$ cat src/rtl/lobm_pkg.sv
// ----------------------------------------------------------------------------
// lobm_pkg
// Shared types and constants of the order book matcher.
// ----------------------------------------------------------------------------
package lobm_pkg;

  localparam int unsigned DefBookDepth = 16;

  typedef enum logic [2:0] {
    EV_ACK    = 3'd0,
    EV_FILL   = 3'd1,
    EV_REJECT = 3'd2,
    EV_CANCEL = 3'd3,
    EV_FULL   = 3'd4
  } ev_kind_e;

  // one resting order
  typedef struct packed {
    logic               sell;
    logic signed [31:0] price;
    logic [31:0]        ident;
    logic [31:0]        left;
    logic [31:0]        age;
  } entry_t;

  // controller -> datapath
  typedef struct packed {
    logic load;
    logic scan_start;
    logic fill_rest;
    logic fill_inc;
    logic emit_reject;
    logic free_start;
    logic free_step;
    logic insert;
    logic emit_full;
    logic cancel_hit;
  } cmd_t;

  // datapath -> controller
  typedef struct packed {
    logic in_cancel;
    logic in_qty_zero;
    logic scan_done;
    logic found;
    logic is_cancel;
    logic market;
    logic qty_zero;
    logic iter_last;
    logic free_hit;
    logic free_last;
    logic out_free;
  } sts_t;

endpackage

$ cat src/rtl/lobm_dp.sv
// ----------------------------------------------------------------------------
// lobm_dp
// Book storage, scan/compare unit, quantity math and output register.
// ----------------------------------------------------------------------------
module lobm_dp import lobm_pkg::*; #(
  parameter int unsigned BOOK_DEPTH = DefBookDepth
) (
  input  logic               clk_i,
  input  logic               rst_ni,
  input  cmd_t               cmd_i,
  output sts_t               sts_o,
  input  logic               action_i,
  input  logic [31:0]        order_ident_i,
  input  logic signed [31:0] limit_price_i,
  input  logic [31:0]        share_count_i,
  input  logic               is_sell_i,
  input  logic               is_market_i,
  output logic               out_valid_o,
  input  logic               out_ready_i,
  output logic [2:0]         event_kind_o,
  output logic [31:0]        event_order_o,
  output logic signed [31:0] event_price_o,
  output logic [31:0]        event_shares_o,
  output logic               event_sell_o,
  output logic               last_event_o
);

  localparam int unsigned IW = (BOOK_DEPTH > 1) ? $clog2(BOOK_DEPTH) : 1;
  localparam int unsigned CW = $clog2(BOOK_DEPTH + 1);
  localparam logic [IW-1:0] LastIdx = IW'(BOOK_DEPTH - 1);

  entry_t mem_q [BOOK_DEPTH];
  logic [BOOK_DEPTH-1:0] valid_q;
  logic [31:0] arrival_q;

  // latched input word
  logic               cancel_q, sell_q, market_q;
  logic [31:0]        ident_q, qty_q;
  logic signed [31:0] limit_q;

  // scan pipeline
  logic          issue_q, rd_vld_q, rd_valid_q;
  logic [IW-1:0] scan_idx_q, rd_idx_q;
  entry_t        rd_q;

  // best candidate
  logic          found_q;
  logic [IW-1:0] best_idx_q;
  entry_t        best_q;

  logic [CW-1:0] iter_q;
  logic [31:0]   fill_q;
  logic [IW-1:0] free_idx_q;

  // output register
  logic               ov_q, olast_q, osell_q;
  ev_kind_e           okind_q;
  logic [31:0]        oident_q, oshares_q;
  logic signed [31:0] oprice_q;

  logic        cand_ok, low_wins, ahead, take, price_ok;
  logic [31:0] cand_dist, best_dist, fill_amt;
  logic        out_free;

  assign out_free = !ov_q || out_ready_i;
  assign fill_amt = (best_q.left < qty_q) ? best_q.left : qty_q;

  always_comb begin
    price_ok  = market_q || (sell_q ? (rd_q.price >= limit_q) : (rd_q.price <= limit_q));
    cand_ok   = rd_vld_q && rd_valid_q &&
                (cancel_q ? (rd_q.ident == ident_q) : ((rd_q.sell != sell_q) && price_ok));
    low_wins  = cancel_q || !sell_q;
    cand_dist = arrival_q - rd_q.age;
    best_dist = arrival_q - best_q.age;
    if (rd_q.price != best_q.price) begin
      ahead = low_wins ? (rd_q.price < best_q.price) : (rd_q.price > best_q.price);
    end else begin
      ahead = cand_dist > best_dist;
    end
    take = cand_ok && (!found_q || ahead);
  end

  // storage: one write port, one registered read port
  always_ff @(posedge clk_i) begin
    rd_q <= mem_q[scan_idx_q];
    if (cmd_i.fill_rest) begin
      mem_q[best_idx_q] <= '{sell: best_q.sell, price: best_q.price, ident: best_q.ident,
                             left: best_q.left - fill_amt, age: best_q.age};
    end else if (cmd_i.insert) begin
      mem_q[free_idx_q] <= '{sell: sell_q, price: limit_q, ident: ident_q,
                             left: qty_q, age: arrival_q};
    end
  end

  // payload registers
  always_ff @(posedge clk_i) begin
    if (cmd_i.load) begin
      cancel_q <= action_i;
      ident_q  <= order_ident_i;
      limit_q  <= limit_price_i;
      qty_q    <= share_count_i;
      sell_q   <= is_sell_i;
      market_q <= is_market_i;
    end
    rd_valid_q <= valid_q[scan_idx_q];
    rd_idx_q   <= scan_idx_q;
    if (take) begin
      best_q     <= rd_q;
      best_idx_q <= rd_idx_q;
    end
    if (cmd_i.fill_rest) begin
      fill_q <= fill_amt;
      qty_q  <= qty_q - fill_amt;
    end
    if (cmd_i.free_start) begin
      free_idx_q <= '0;
    end else if (cmd_i.free_step) begin
      free_idx_q <= free_idx_q + 1'b1;
    end
    if (out_free) begin
      olast_q <= 1'b1;
      osell_q <= 1'b0;
      oprice_q <= '0;
      oshares_q <= '0;
      oident_q <= ident_q;
      okind_q <= EV_REJECT;
      if (cmd_i.fill_rest) begin
        okind_q   <= EV_FILL;
        oident_q  <= best_q.ident;
        oprice_q  <= best_q.price;
        oshares_q <= fill_amt;
        osell_q   <= best_q.sell;
        olast_q   <= 1'b0;
      end else if (cmd_i.fill_inc) begin
        okind_q   <= EV_FILL;
        oprice_q  <= best_q.price;
        oshares_q <= fill_q;
        osell_q   <= sell_q;
        olast_q   <= (qty_q == '0);
      end else if (cmd_i.insert) begin
        okind_q   <= EV_ACK;
        oshares_q <= qty_q;
      end else if (cmd_i.emit_full) begin
        okind_q   <= EV_FULL;
      end else if (cmd_i.cancel_hit) begin
        okind_q   <= EV_CANCEL;
      end
    end
  end

  // control registers
  always_ff @(posedge clk_i or negedge rst_ni) begin
    if (!rst_ni) begin
      valid_q    <= '0;
      arrival_q  <= '0;
      issue_q    <= 1'b0;
      rd_vld_q   <= 1'b0;
      scan_idx_q <= '0;
      found_q    <= 1'b0;
      iter_q     <= '0;
      ov_q       <= 1'b0;
    end else begin
      rd_vld_q <= issue_q;
      if (cmd_i.scan_start) begin
        issue_q    <= 1'b1;
        scan_idx_q <= '0;
        found_q    <= 1'b0;
      end else if (issue_q) begin
        scan_idx_q <= scan_idx_q + 1'b1;
        if (scan_idx_q == LastIdx) begin
          issue_q <= 1'b0;
        end
      end
      if (take) begin
        found_q <= 1'b1;
      end
      if (cmd_i.load) begin
        iter_q <= '0;
      end else if (cmd_i.fill_rest) begin
        iter_q <= iter_q + 1'b1;
      end
      if (cmd_i.fill_rest && (best_q.left == fill_amt)) begin
        valid_q[best_idx_q] <= 1'b0;
      end
      if (cmd_i.cancel_hit) begin
        valid_q[best_idx_q] <= 1'b0;
      end
      if (cmd_i.insert) begin
        valid_q[free_idx_q] <= 1'b1;
        arrival_q <= arrival_q + 1'b1;
      end
      if (cmd_i.fill_rest || cmd_i.fill_inc || cmd_i.emit_reject || cmd_i.insert ||
          cmd_i.emit_full || cmd_i.cancel_hit) begin
        ov_q <= 1'b1;
      end else if (out_ready_i) begin
        ov_q <= 1'b0;
      end
    end
  end

  always_comb begin
    sts_o.in_cancel   = action_i;
    sts_o.in_qty_zero = (share_count_i == '0);
    sts_o.scan_done   = rd_vld_q && (rd_idx_q == LastIdx);
    sts_o.found       = found_q;
    sts_o.is_cancel   = cancel_q;
    sts_o.market      = market_q;
    sts_o.qty_zero    = (qty_q == '0);
    sts_o.iter_last   = (iter_q == CW'(BOOK_DEPTH));
    sts_o.free_hit    = !valid_q[free_idx_q];
    sts_o.free_last   = (free_idx_q == LastIdx);
    sts_o.out_free    = out_free;
  end

  assign out_valid_o    = ov_q;
  assign event_kind_o   = okind_q;
  assign event_order_o  = oident_q;
  assign event_price_o  = oprice_q;
  assign event_shares_o = oshares_q;
  assign event_sell_o   = osell_q;
  assign last_event_o   = olast_q;

endmodule

$ cat src/rtl/lobm_ctrl.sv
// ----------------------------------------------------------------------------
// lobm_ctrl
// Sequencer: scan passes, fill emission, free slot search, insert, and the cancel, reject and full words.
// ----------------------------------------------------------------------------
module lobm_ctrl import lobm_pkg::*; (
  input  logic clk_i,
  input  logic rst_ni,
  input  logic in_valid_i,
  output logic in_ready_o,
  input  sts_t sts_i,
  output cmd_t cmd_o
);

  localparam logic [3:0] S_IDLE   = 4'd0;
  localparam logic [3:0] S_SCAN   = 4'd1;
  localparam logic [3:0] S_DECIDE = 4'd2;
  localparam logic [3:0] S_FILL_R = 4'd3;
  localparam logic [3:0] S_FILL_I = 4'd4;
  localparam logic [3:0] S_END    = 4'd5;
  localparam logic [3:0] S_FREE   = 4'd6;
  localparam logic [3:0] S_INSERT = 4'd7;
  localparam logic [3:0] S_FULL   = 4'd8;
  localparam logic [3:0] S_CANCEL = 4'd9;

  logic [3:0] state_q, state_d;

  assign in_ready_o = (state_q == S_IDLE);

  always_comb begin
    state_d = state_q;
    cmd_o   = '0;
    unique case (state_q)
      S_IDLE: begin
        if (in_valid_i) begin
          cmd_o.load = 1'b1;
          if (sts_i.in_cancel || !sts_i.in_qty_zero) begin
            cmd_o.scan_start = 1'b1;
            state_d = S_SCAN;
          end
        end
      end
      S_SCAN: begin
        if (sts_i.scan_done) state_d = S_DECIDE;
      end
      S_DECIDE: begin
        if (sts_i.is_cancel) begin
          state_d = sts_i.found ? S_CANCEL : S_IDLE;
        end else begin
          state_d = sts_i.found ? S_FILL_R : S_END;
        end
      end
      S_FILL_R: begin
        if (sts_i.out_free) begin
          cmd_o.fill_rest = 1'b1;
          state_d = S_FILL_I;
        end
      end
      S_FILL_I: begin
        if (sts_i.out_free) begin
          cmd_o.fill_inc = 1'b1;
          if (sts_i.qty_zero) begin
            state_d = S_IDLE;
          end else if (sts_i.iter_last) begin
            state_d = S_END;
          end else begin
            cmd_o.scan_start = 1'b1;
            state_d = S_SCAN;
          end
        end
      end
      S_END: begin
        if (sts_i.market) begin
          if (sts_i.out_free) begin
            cmd_o.emit_reject = 1'b1;
            state_d = S_IDLE;
          end
        end else begin
          cmd_o.free_start = 1'b1;
          state_d = S_FREE;
        end
      end
      S_FREE: begin
        if (sts_i.free_hit) begin
          state_d = S_INSERT;
        end else if (sts_i.free_last) begin
          state_d = S_FULL;
        end else begin
          cmd_o.free_step = 1'b1;
        end
      end
      S_INSERT: begin
        if (sts_i.out_free) begin
          cmd_o.insert = 1'b1;
          state_d = S_IDLE;
        end
      end
      S_FULL: begin
        if (sts_i.out_free) begin
          cmd_o.emit_full = 1'b1;
          state_d = S_IDLE;
        end
      end
      S_CANCEL: begin
        if (sts_i.out_free) begin
          cmd_o.cancel_hit = 1'b1;
          state_d = S_IDLE;
        end
      end
      default: state_d = S_IDLE;
    endcase
  end

  always_ff @(posedge clk_i or negedge rst_ni) begin
    if (!rst_ni) begin
      state_q <= S_IDLE;
    end else begin
      state_q <= state_d;
    end
  end

endmodule

$ cat src/rtl/limit_order_book_matcher_top.sv
// ----------------------------------------------------------------------------
// limit_order_book_matcher_top
// A cancel scans the book for its ident; a hit frees the entry and emits a
// cancel word, a miss returns to idle with no output. A submit runs scan
// passes, each emitting two fill words for the best match (up to BOOK_DEPTH
// matches); any rest then gets a market reject or a free slot search and insert.
// One word in flight at a time; output stalls delay the work. Reset
// empties the book and zeroes the arrival counter; entry payloads undefined.
// ----------------------------------------------------------------------------
module limit_order_book_matcher_top import lobm_pkg::*; #(
  parameter int unsigned BOOK_DEPTH = DefBookDepth
) (
  input  logic               clk_i,
  input  logic               rst_ni,
  input  logic               in_valid_i,
  output logic               in_ready_o,
  input  logic               action_i,
  input  logic [31:0]        order_ident_i,
  input  logic signed [31:0] limit_price_i,
  input  logic [31:0]        share_count_i,
  input  logic               is_sell_i,
  input  logic               is_market_i,
  output logic               out_valid_o,
  input  logic               out_ready_i,
  output logic [2:0]         event_kind_o,
  output logic [31:0]        event_order_o,
  output logic signed [31:0] event_price_o,
  output logic [31:0]        event_shares_o,
  output logic               event_sell_o,
  output logic               last_event_o
);

  cmd_t cmd;
  sts_t sts;

  // sequencer: owns the input handshake and steps through each word's work
  lobm_ctrl u_ctrl (
    .clk_i      (clk_i),
    .rst_ni     (rst_ni),
    .in_valid_i (in_valid_i),
    .in_ready_o (in_ready_o),
    .sts_i      (sts),
    .cmd_o      (cmd)
  );

  // book memory, best-entry scan, fill math and the output register
  lobm_dp #(
    .BOOK_DEPTH (BOOK_DEPTH)
  ) u_dp (
    .clk_i          (clk_i),
    .rst_ni         (rst_ni),
    .cmd_i          (cmd),
    .sts_o          (sts),
    .action_i       (action_i),
    .order_ident_i  (order_ident_i),
    .limit_price_i  (limit_price_i),
    .share_count_i  (share_count_i),
    .is_sell_i      (is_sell_i),
    .is_market_i    (is_market_i),
    .out_valid_o    (out_valid_o),
    .out_ready_i    (out_ready_i),
    .event_kind_o   (event_kind_o),
    .event_order_o  (event_order_o),
    .event_price_o  (event_price_o),
    .event_shares_o (event_shares_o),
    .event_sell_o   (event_sell_o),
    .last_event_o   (last_event_o)
  );

  // zero-quantity submit is dropped without leaving idle
  a_zero_qty_idle: assert property (@(posedge clk_i) disable iff (!rst_ni)
    in_valid_i && in_ready_o && !action_i && (share_count_i == '0) |=> in_ready_o)
    else $error("zero-quantity submit left idle");

  // a fill always moves shares
  a_fill_nonzero: assert property (@(posedge clk_i) disable iff (!rst_ni)
    out_valid_o && (event_kind_o == EV_FILL) |-> (event_shares_o != '0))
    else $error("fill with zero shares");

  // only fills carry a price
  a_price_zero: assert property (@(posedge clk_i) disable iff (!rst_ni)
    out_valid_o && (event_kind_o != EV_FILL) |-> (event_price_o == '0))
    else $error("non-fill word carries a price");

  // ack, reject, full and cancel always close the word's results
  a_term_last: assert property (@(posedge clk_i) disable iff (!rst_ni)
    out_valid_o && (event_kind_o != EV_FILL) |-> last_event_o)
    else $error("terminal event not marked last");

endmodule

$ cat config.mk
export PLATFORM = sky130hd
export DESIGN_NAME = limit_order_book_matcher_top
export DESIGN_NICKNAME = d
export VERILOG_FILES = /design/src/rtl/lobm_pkg.sv /design/src/rtl/lobm_dp.sv /design/src/rtl/lobm_ctrl.sv /design/src/rtl/limit_order_book_matcher_top.sv
export SDC_FILE = /design/constraint.sdc
export NUM_CORES = 2
export LEC_CHECK = 0
export BUFFER_PORTS_ARGS = -buffer_cell sky130_fd_sc_hd__clkbuf_2
export CORE_MARGIN = 2
export CORE_UTILIZATION = 56
export CTS_CLUSTER_DIAMETER = 100
export DETAILED_ROUTE_END_ITERATION = 10
export PLACE_DENSITY_LB_ADDON = 0.2
export SLEW_MARGIN = 20
export SYNTH_ARGS = -nofsm -noshare
export SYNTH_HDL_FRONTEND = slang
export SYNTH_SLANG_ARGS = --single-unit
$ cat constraint.sdc
create_clock -name clk_i -period 12.5 [get_ports clk_i]
set_input_delay 0 -clock clk_i [delete_from_list [all_inputs] [get_ports clk_i]]
set_output_delay 0 -clock clk_i [all_outputs]
set_load 0.1 [all_outputs]
### Word-level counts from Yosys, hierarchy flattened

Memory sizes are Yosys's and may differ from the RTL's. A register that Yosys moved wholly into a read port is not among the register bits.
Index checks and enable logic that the tools add are counted.

* magnitude comparators: 11
* bitwise logic cells: 4
* reduce and logical (&&, ||, !) cells: 35
* multiplexer cells: 83
* eq/ne operators: 23
* add/subtract/negate cells: 8

Operators with widths (count)
* $mux W32: 9
* $mux W129: 1
* $reduce_or A129 Y1: 1
* $sub A32 B32 Y32: 4
* $eq A32 B32 Y1: 2
* $gt A32 B32 Y1: 2
* $logic_not A32 Y1: 2
* $lt A32 B32 Y1: 2
* $mux W4: 14
* $mux W16: 3
* $mux W1: 42
* $add A32 B1 Y32 const B: 1
* $and A16 B16 Y16: 2
* $ge A32 B32 Y1: 1
* $le A32 B32 Y1: 1
* $ne A32 B32 Y1: 1
* $pmux W4 S8: 1
* $eq A4 B4 Y1 const B: 5
* $eq A4 B3 Y1 const B: 4
* $not A16 Y16: 1
* $or A16 B16 Y16: 1
* $lt A4 B5 Y1 const B: 3
* $mux W3: 4
* $logic_or A1 B1 Y1: 10
* 23 further kinds: 47

* register bits: 439
* memories: 1
* memory bits (writable): 2064
* word-level logic and storage cells: 198
* output and inout bits: 103
* bits of input ports: 103

Memory list
* u_dp.mem_q: words 16, bits a word 129, read ports 1, clocked after Yosys merged registers in 1, write ports 1, RTL line lobm_dp.sv:32 `entry_t mem_q [BOOK_DEPTH];`

### Logic depth before layout (Yosys ltp)

* depth after elaboration: 11
* gate-level depth with buffers: 23
* gate-level depth less buffers: 23

### By module

A second synthesis with hierarchy kept.

* cell total of the unflattened synthesis: 5711
* area total of the unflattened synthesis: 107521.9 sq um

By module, submodules not included
* lobm_dp: times used 1, area an instance 106991.4 sq um, cells an instance 5637, seq. area each 77229.1 sq um
* lobm_ctrl: times used 1, area an instance 530.5 sq um, cells an instance 74, seq. area each 100.1 sq um

### Least setup slack after synthesis

No wires, ideal clock.

* kind: register to register
* start point: register u_dp.ov_q, in the netlist u_dp.out_valid_o
* end point: memory u_dp.mem_q[7][0] in the netlist's numbering (enable)
* slack: 2.500 ns
* stages on the path, launching flop included: 8
* data required time: 11.881 ns
* arrival time: 9.381 ns
* clock period less this slack: 10.000 ns
* buffers on the path: 1
* setup time: 0.619 ns
* path through: dfrtp_1 -> nor2b_1 -> inv_1 -> nand4_1 -> inv_1 -> clkbuf_1 -> a32oi_1 -> nor2_1

* word-level cells in the longest chain between the ends: 9
* elaborated cells between the ends (all ways): 13
* classes of those cells: 10 x mux; 3 x reduce/logical

Ends and longest elaborated chain
* start, declared: RTL line lobm_dp.sv:56 `logic ov_q, olast_q, osell_q;`
* start signal, assigned: RTL line lobm_dp.sv:161 `ov_q <= 1'b0;`
* start signal, assigned: RTL line lobm_dp.sv:194 `ov_q <= 1'b1;`
* start signal, assigned: RTL line lobm_dp.sv:196 `ov_q <= 1'b0;`
* $logic_not A1 Y1 (*): RTL line lobm_dp.sv:65 `assign out_free = !ov_q || out_ready_i;`
* $logic_or A1 B1 Y1 (*): RTL line lobm_dp.sv:65
* named net u_dp.out_free: RTL line lobm_dp.sv:63 `logic out_free;`
* $mux W1 (*): RTL line lobm_ctrl.sv:53, lobm_ctrl.sv:92
* $mux W1: RTL line lobm_ctrl.sv:32 `unique case (state_q)`
* $mux W1: RTL line lobm_dp.sv:89 `end else if (cmd_i.insert) begin`
* $mux W1: RTL line lobm_dp.sv:86 `if (cmd_i.fill_rest) begin`
* $mux W1 (not written as such): RTL line lobm_dp.sv:90 `mem_q[free_idx_q] <= '{sell: sell_q, price: limit_q, ident: ident_q,`
* $reduce_or A129 Y1 (no line)
* $mux W4 (no line) / $mux W1 (equally long branches)
* end, declared: RTL line lobm_dp.sv:32

The timed path passes the listed nets; every way through them passes the cells marked *.

### Worst setup path in the final report

* start point: register u_dp.qty_q[25]
* end point: memory u_dp.mem_q[6][62] in the netlist's numbering, data pin

* word-level cells in the longest chain between the ends: 4

Ends and longest elaborated chain
* start, declared: RTL line lobm_dp.sv:38 `logic [31:0] ident_q, qty_q;`
* start signal, assigned: RTL line lobm_dp.sv:101 `qty_q <= share_count_i;`
* start signal, assigned: RTL line lobm_dp.sv:113 `qty_q <= qty_q - fill_amt;`
* $lt A32 B32 Y1: RTL line lobm_dp.sv:66 `assign fill_amt = (best_q.left < qty_q) ? best_q.left : qty_q;`
* $mux W32 (*): RTL line lobm_dp.sv:66
* $sub A32 B32 Y32 (*): RTL line lobm_dp.sv:88 `left: best_q.left - fill_amt, age: best_q.age};`
* $mux W129 (no line) (*)

Every way passes the cells marked *; elsewhere a longest branch is shown, timed or not.

==> run_results.csv <==
group,metric,value,unit
sta,final.min_clock_period,7130,ps
synth,synth-seq-area-share,71.9,%
placement,postPlaceCellArea,112000,sq um
placement,gp_congestion,0.919,
synth,ys_warn_count,0,
global_route,grt.overflow.total,0,
global_route,grt_pass1_vias,58227,
flow_run,max_cap_viol_count,0,
placement,dp_hpwl,150000,microns
floorplan,die_height,442,microns
synth,ys_async_sr_fraction,2.47,%
detailed_routing,drtPass1Iterations,6,
detailed_routing,wirelength,269000,microns
clock_tree,clkLatencyLatePin,940,ps
detailed_routing,ant_nets,0,
cells_and_area,regArea,77300,sq um
clock_tree,cts_sinks,2632,
synth,yosys_most_used_dff,"edfxtp_1",
critical_path,r2r_slack,5370,ps
synth,synth_top_area_share,67.8,%
global_route,grt_pass1_wl,393000,microns
critical_path,crit_chain,"inv_1, ha_1, nand2_1, nor4_1, a21oi_1, nand4b_1, o221ai_4, buf_4, mux2i_1, ha_1, a211oi_1, nand2b_1, o221ai_4, o21ai_2, a222oi_1, o2111ai_1, a31oi_1, xor2_1, o21ai_1",
global_route,grt_start_max_net_pins,141,
critical_path,cp.arrival,7710,ps
floorplan,rows,160,
cells_and_area,mostFrequentLayoutCell,"edfxtp_1",
synth,synthCells,5818,
power,total_leakage_power,0.0423,uW
critical_path,critPathRequiredTime,13080,ps
floorplan,initial_core_util,56.4,%
sta,rsz0062_at_grt,"false",
sta,max-slew-margin-rel,22.4,%
sta,setup_viol,0,
critical_path,path_buf_inv,2,
critical_path,cp-end-kind,"flop",
critical_path,slowest_stage,"a222oi_1",
clock_tree,postCtsSetupRepairBufs,0,
global_route,antenna_found_initial,5,
detailed_routing,route.vias.total,58104,
critical_path,cpPeakStageDelay,770,ps
synth,ys_types,82,
synth,yosysTopAreaCell,"edfxtp_1",
floorplan,io_pins,206,
critical_path,cp_max_fo,25,
placement,dpl.cell_count,8465,
power,p_per_area,233,nW/um^2
sta,post-route-period-util,57.0,%
cells_and_area,final_nets,6794,
sta,slew_viol_final,0,
critical_path,crit_type,"reg -> reg",
clock_tree,cts_resized,0,
synth,synth_top_cells_by_area,"edfxtp_1 68%, mux4_2 14%, ha_1 3.0%",
sta,finalSetupTns,0,ps
detailed_routing,vias_per_cell,6.35,
synth,ys_ff_latch,2632,
floorplan,die-area,196000,sq um
outcome,outcome,"finished clean",
clock_tree,clk_path_buf_depth,4,
floorplan,fp.coreArea,191000,sq um
sta,hold_violations,0,
cells_and_area,instances_no_fill,9148,
cells_and_area,areaGrowthSynthToFinish,14.5,%
cells_and_area,layout-drive-gt1-share,22.2,%
synth,syn_area,108000,sq um
detailed_routing,drtIter0Drc,6796,
sta,final.setup_skew,75.4,ps
detailed_routing,drc_errors,0,
critical_path,cp-start-kind,"flop",
worst_hold_path,hold_path.class,"in -> reg",
clock_tree,cts_tree,"built",
power,irDropWorstVdd,0.000202,V
clock_tree,cts-buffers-inserted,284,
critical_path,crit_family,"compound AO/OA/AOI/OAI gates",
clock_tree,cts_max_level,5,
global_route,grt_usage,27.5,%
sta,max_slew.worst_pin.slew,1160,ps
clock_tree,root_buffer,"clkbuf_16",
synth,syn-num-nets,6184,
floorplan,die_w,442,microns
detailed_routing,post_drt_wl_per_cell,29.4,microns
cells_and_area,final_cell_mix,"2429 x edfxtp_1, 655 x mux4_2, 457 x nand2_1",
sta,fmax,140,MHz
cells_and_area,nFillCells,12799,
synth,synth-edff-count,2429,
cells_and_area,finalInstanceArea,123000,sq um
synth,syn_area_per_cell,18.5,sq um
cells_and_area,multi_input_area,28700,sq um
placement,io_buffers,205,
clock_tree,clk_pin_slew_worst_paths,70,ps
-- routing by layer --
layer  GRT usage, %  share of wire (%)
met1           39.3                 40
met2           43.8                 48
met3           3.91                7.3
met4           10.4                4.0
met5              0             0.0048
-- final cells by class --
| class | instances | area share [%] |
|---|---|---|
| Tap cell | 2511 | 2.55 |
| Multi-Input combinational cell | 2718 | 23.3 |
| Clock inverter | 117 | 0.903 |
| Inverter | 235 | 0.722 |
| Sequential cell | 2632 | 62.8 |
| Timing Repair Buffer | 557 | 3.47 |
| Clock buffer | 373 | 6.27 |
| Antenna cell | 5 | 0.0102 |
-- kinds of logic (layout without fill, tap and decap cells) --
kind of cell,count (synthesis),in the layout,synth area share [%]
flops,2632,2632,71.9
xor+xnor,178,178,1.45
simple gates,928,928,3.99
mux,691,691,14.1
compound gates,658,658,3.88
fa+ha+maj,263,263,3.09
buf+inv,468,1282,1.65
other cells,0,5,0
-- through the flow --
stage	setup slack [ps]	util (%)	power [uW]	hold WS, ps
after detailed placement	5400	59.0	20800	179
after global routing	4780	64.6	29900	36.8
final	5370	64.7	28800	69.3
after floorplan	2500	-	18200	-296
after global placement	5660	59.0	20700	177
after CTS	5340	64.6	28900	20.6
-- synthesized netlist by cell type, types with 5 or more instances --
| cell type | number |
|---|---|
| edfxtp_1 | 2429 |
| mux4_2 | 655 |
| nand2_1 | 457 |
| ha_1 | 259 |
| inv_1 | 235 |
| o21ai_0 | 179 |
| clkbuf_1 | 169 |
| a21oi_1 | 142 |
| dfxtp_1 | 138 |
| nor2_1 | 137 |
| xnor2_1 | 92 |
| a21o_1 | 88 |
| xor2_1 | 86 |
| dfrtp_1 | 65 |
| nor4_1 | 64 |
| buf_1 | 55 |
| nand3_1 | 55 |
| nand4_1 | 51 |
| o211ai_1 | 39 |
| mux2i_1 | 35 |
| nor3_1 | 30 |
| o21ai_1 | 28 |
| a31oi_1 | 27 |
| nand2b_1 | 27 |
| nor2b_1 | 25 |
| a211oi_1 | 22 |
| and3_1 | 20 |
| o21a_1 | 20 |
| o21bai_1 | 17 |
| and2_1 | 13 |
| a211o_1 | 10 |
| o31ai_1 | 10 |
| or3_1 | 10 |
| buf_2 | 8 |
| a22o_1 | 7 |
| nor3b_1 | 7 |
| o31a_1 | 7 |
| o2111ai_1 | 6 |
| or2_2 | 6 |
| a221oi_1 | 5 |
| a22oi_1 | 5 |
| a32oi_1 | 5 |
| o221ai_1 | 5 |
-- power breakdown --
| group | leakage (uW) | switching [uW] | internal, uW |
|---|---|---|---|
| Clock | 0.00432 | 3300 | 4770 |
| Sequential | 0.0241 | 545 | 11300 |
| Combinational | 0.0139 | 5490 | 3360 |
| Total | 0.0423 | 9340 | 19400 |
-- path summary, 6_finish.rpt --
| kind | cells after the start | to | from |
|---|---|---|---|
| setup / recovery | 19 | u_dp.mem_q[6][62]$_DFFE_PP_ | u_dp.qty_q[25]$_DFFE_PP_ |
| hold / removal | 2 | u_dp.cancel_q$_DFFE_PP_ | action_i |
| setup reg to reg | 19 | u_dp.mem_q[6][62]$_DFFE_PP_ | u_dp.qty_q[25]$_DFFE_PP_ |
| hold reg to reg | 0 | u_dp.best_q[47]$_DFFE_PP_ | u_dp.rd_q[47]$_DFF_P_ |
| max in group asynchronous | 4 | u_dp.scan_idx_q[2]$_DFFE_PN0P_ | rst_ni |
| min in group asynchronous | 4 | u_dp.arrival_q[4]$_DFFE_PN0P_ | rst_ni |
-- registers in the layout, summed over array words and instances, names as in the netlist, 5 cells and up --
signal and flops:
u_dp.valid_q 16, u_dp.limit_q 32, u_dp.best_q 129, u_dp.qty_q 32
u_dp.arrival_q 32, u_dp.event_shares_o 32, u_dp.rd_q 129, u_dp.event_order_o 32
u_dp.iter_q 5, u_dp.ident_q 32, u_dp.mem_q 2064, u_dp.event_price_o 32
u_dp.fill_q 32
-- repair_timing --
action | in CTS | in global routing
setup endpoints to repair | 0 | 0
hold buffers | 188 | 0
endpoints found under the hold margin | 207 | 0
(Power assumes the default switching activity.)
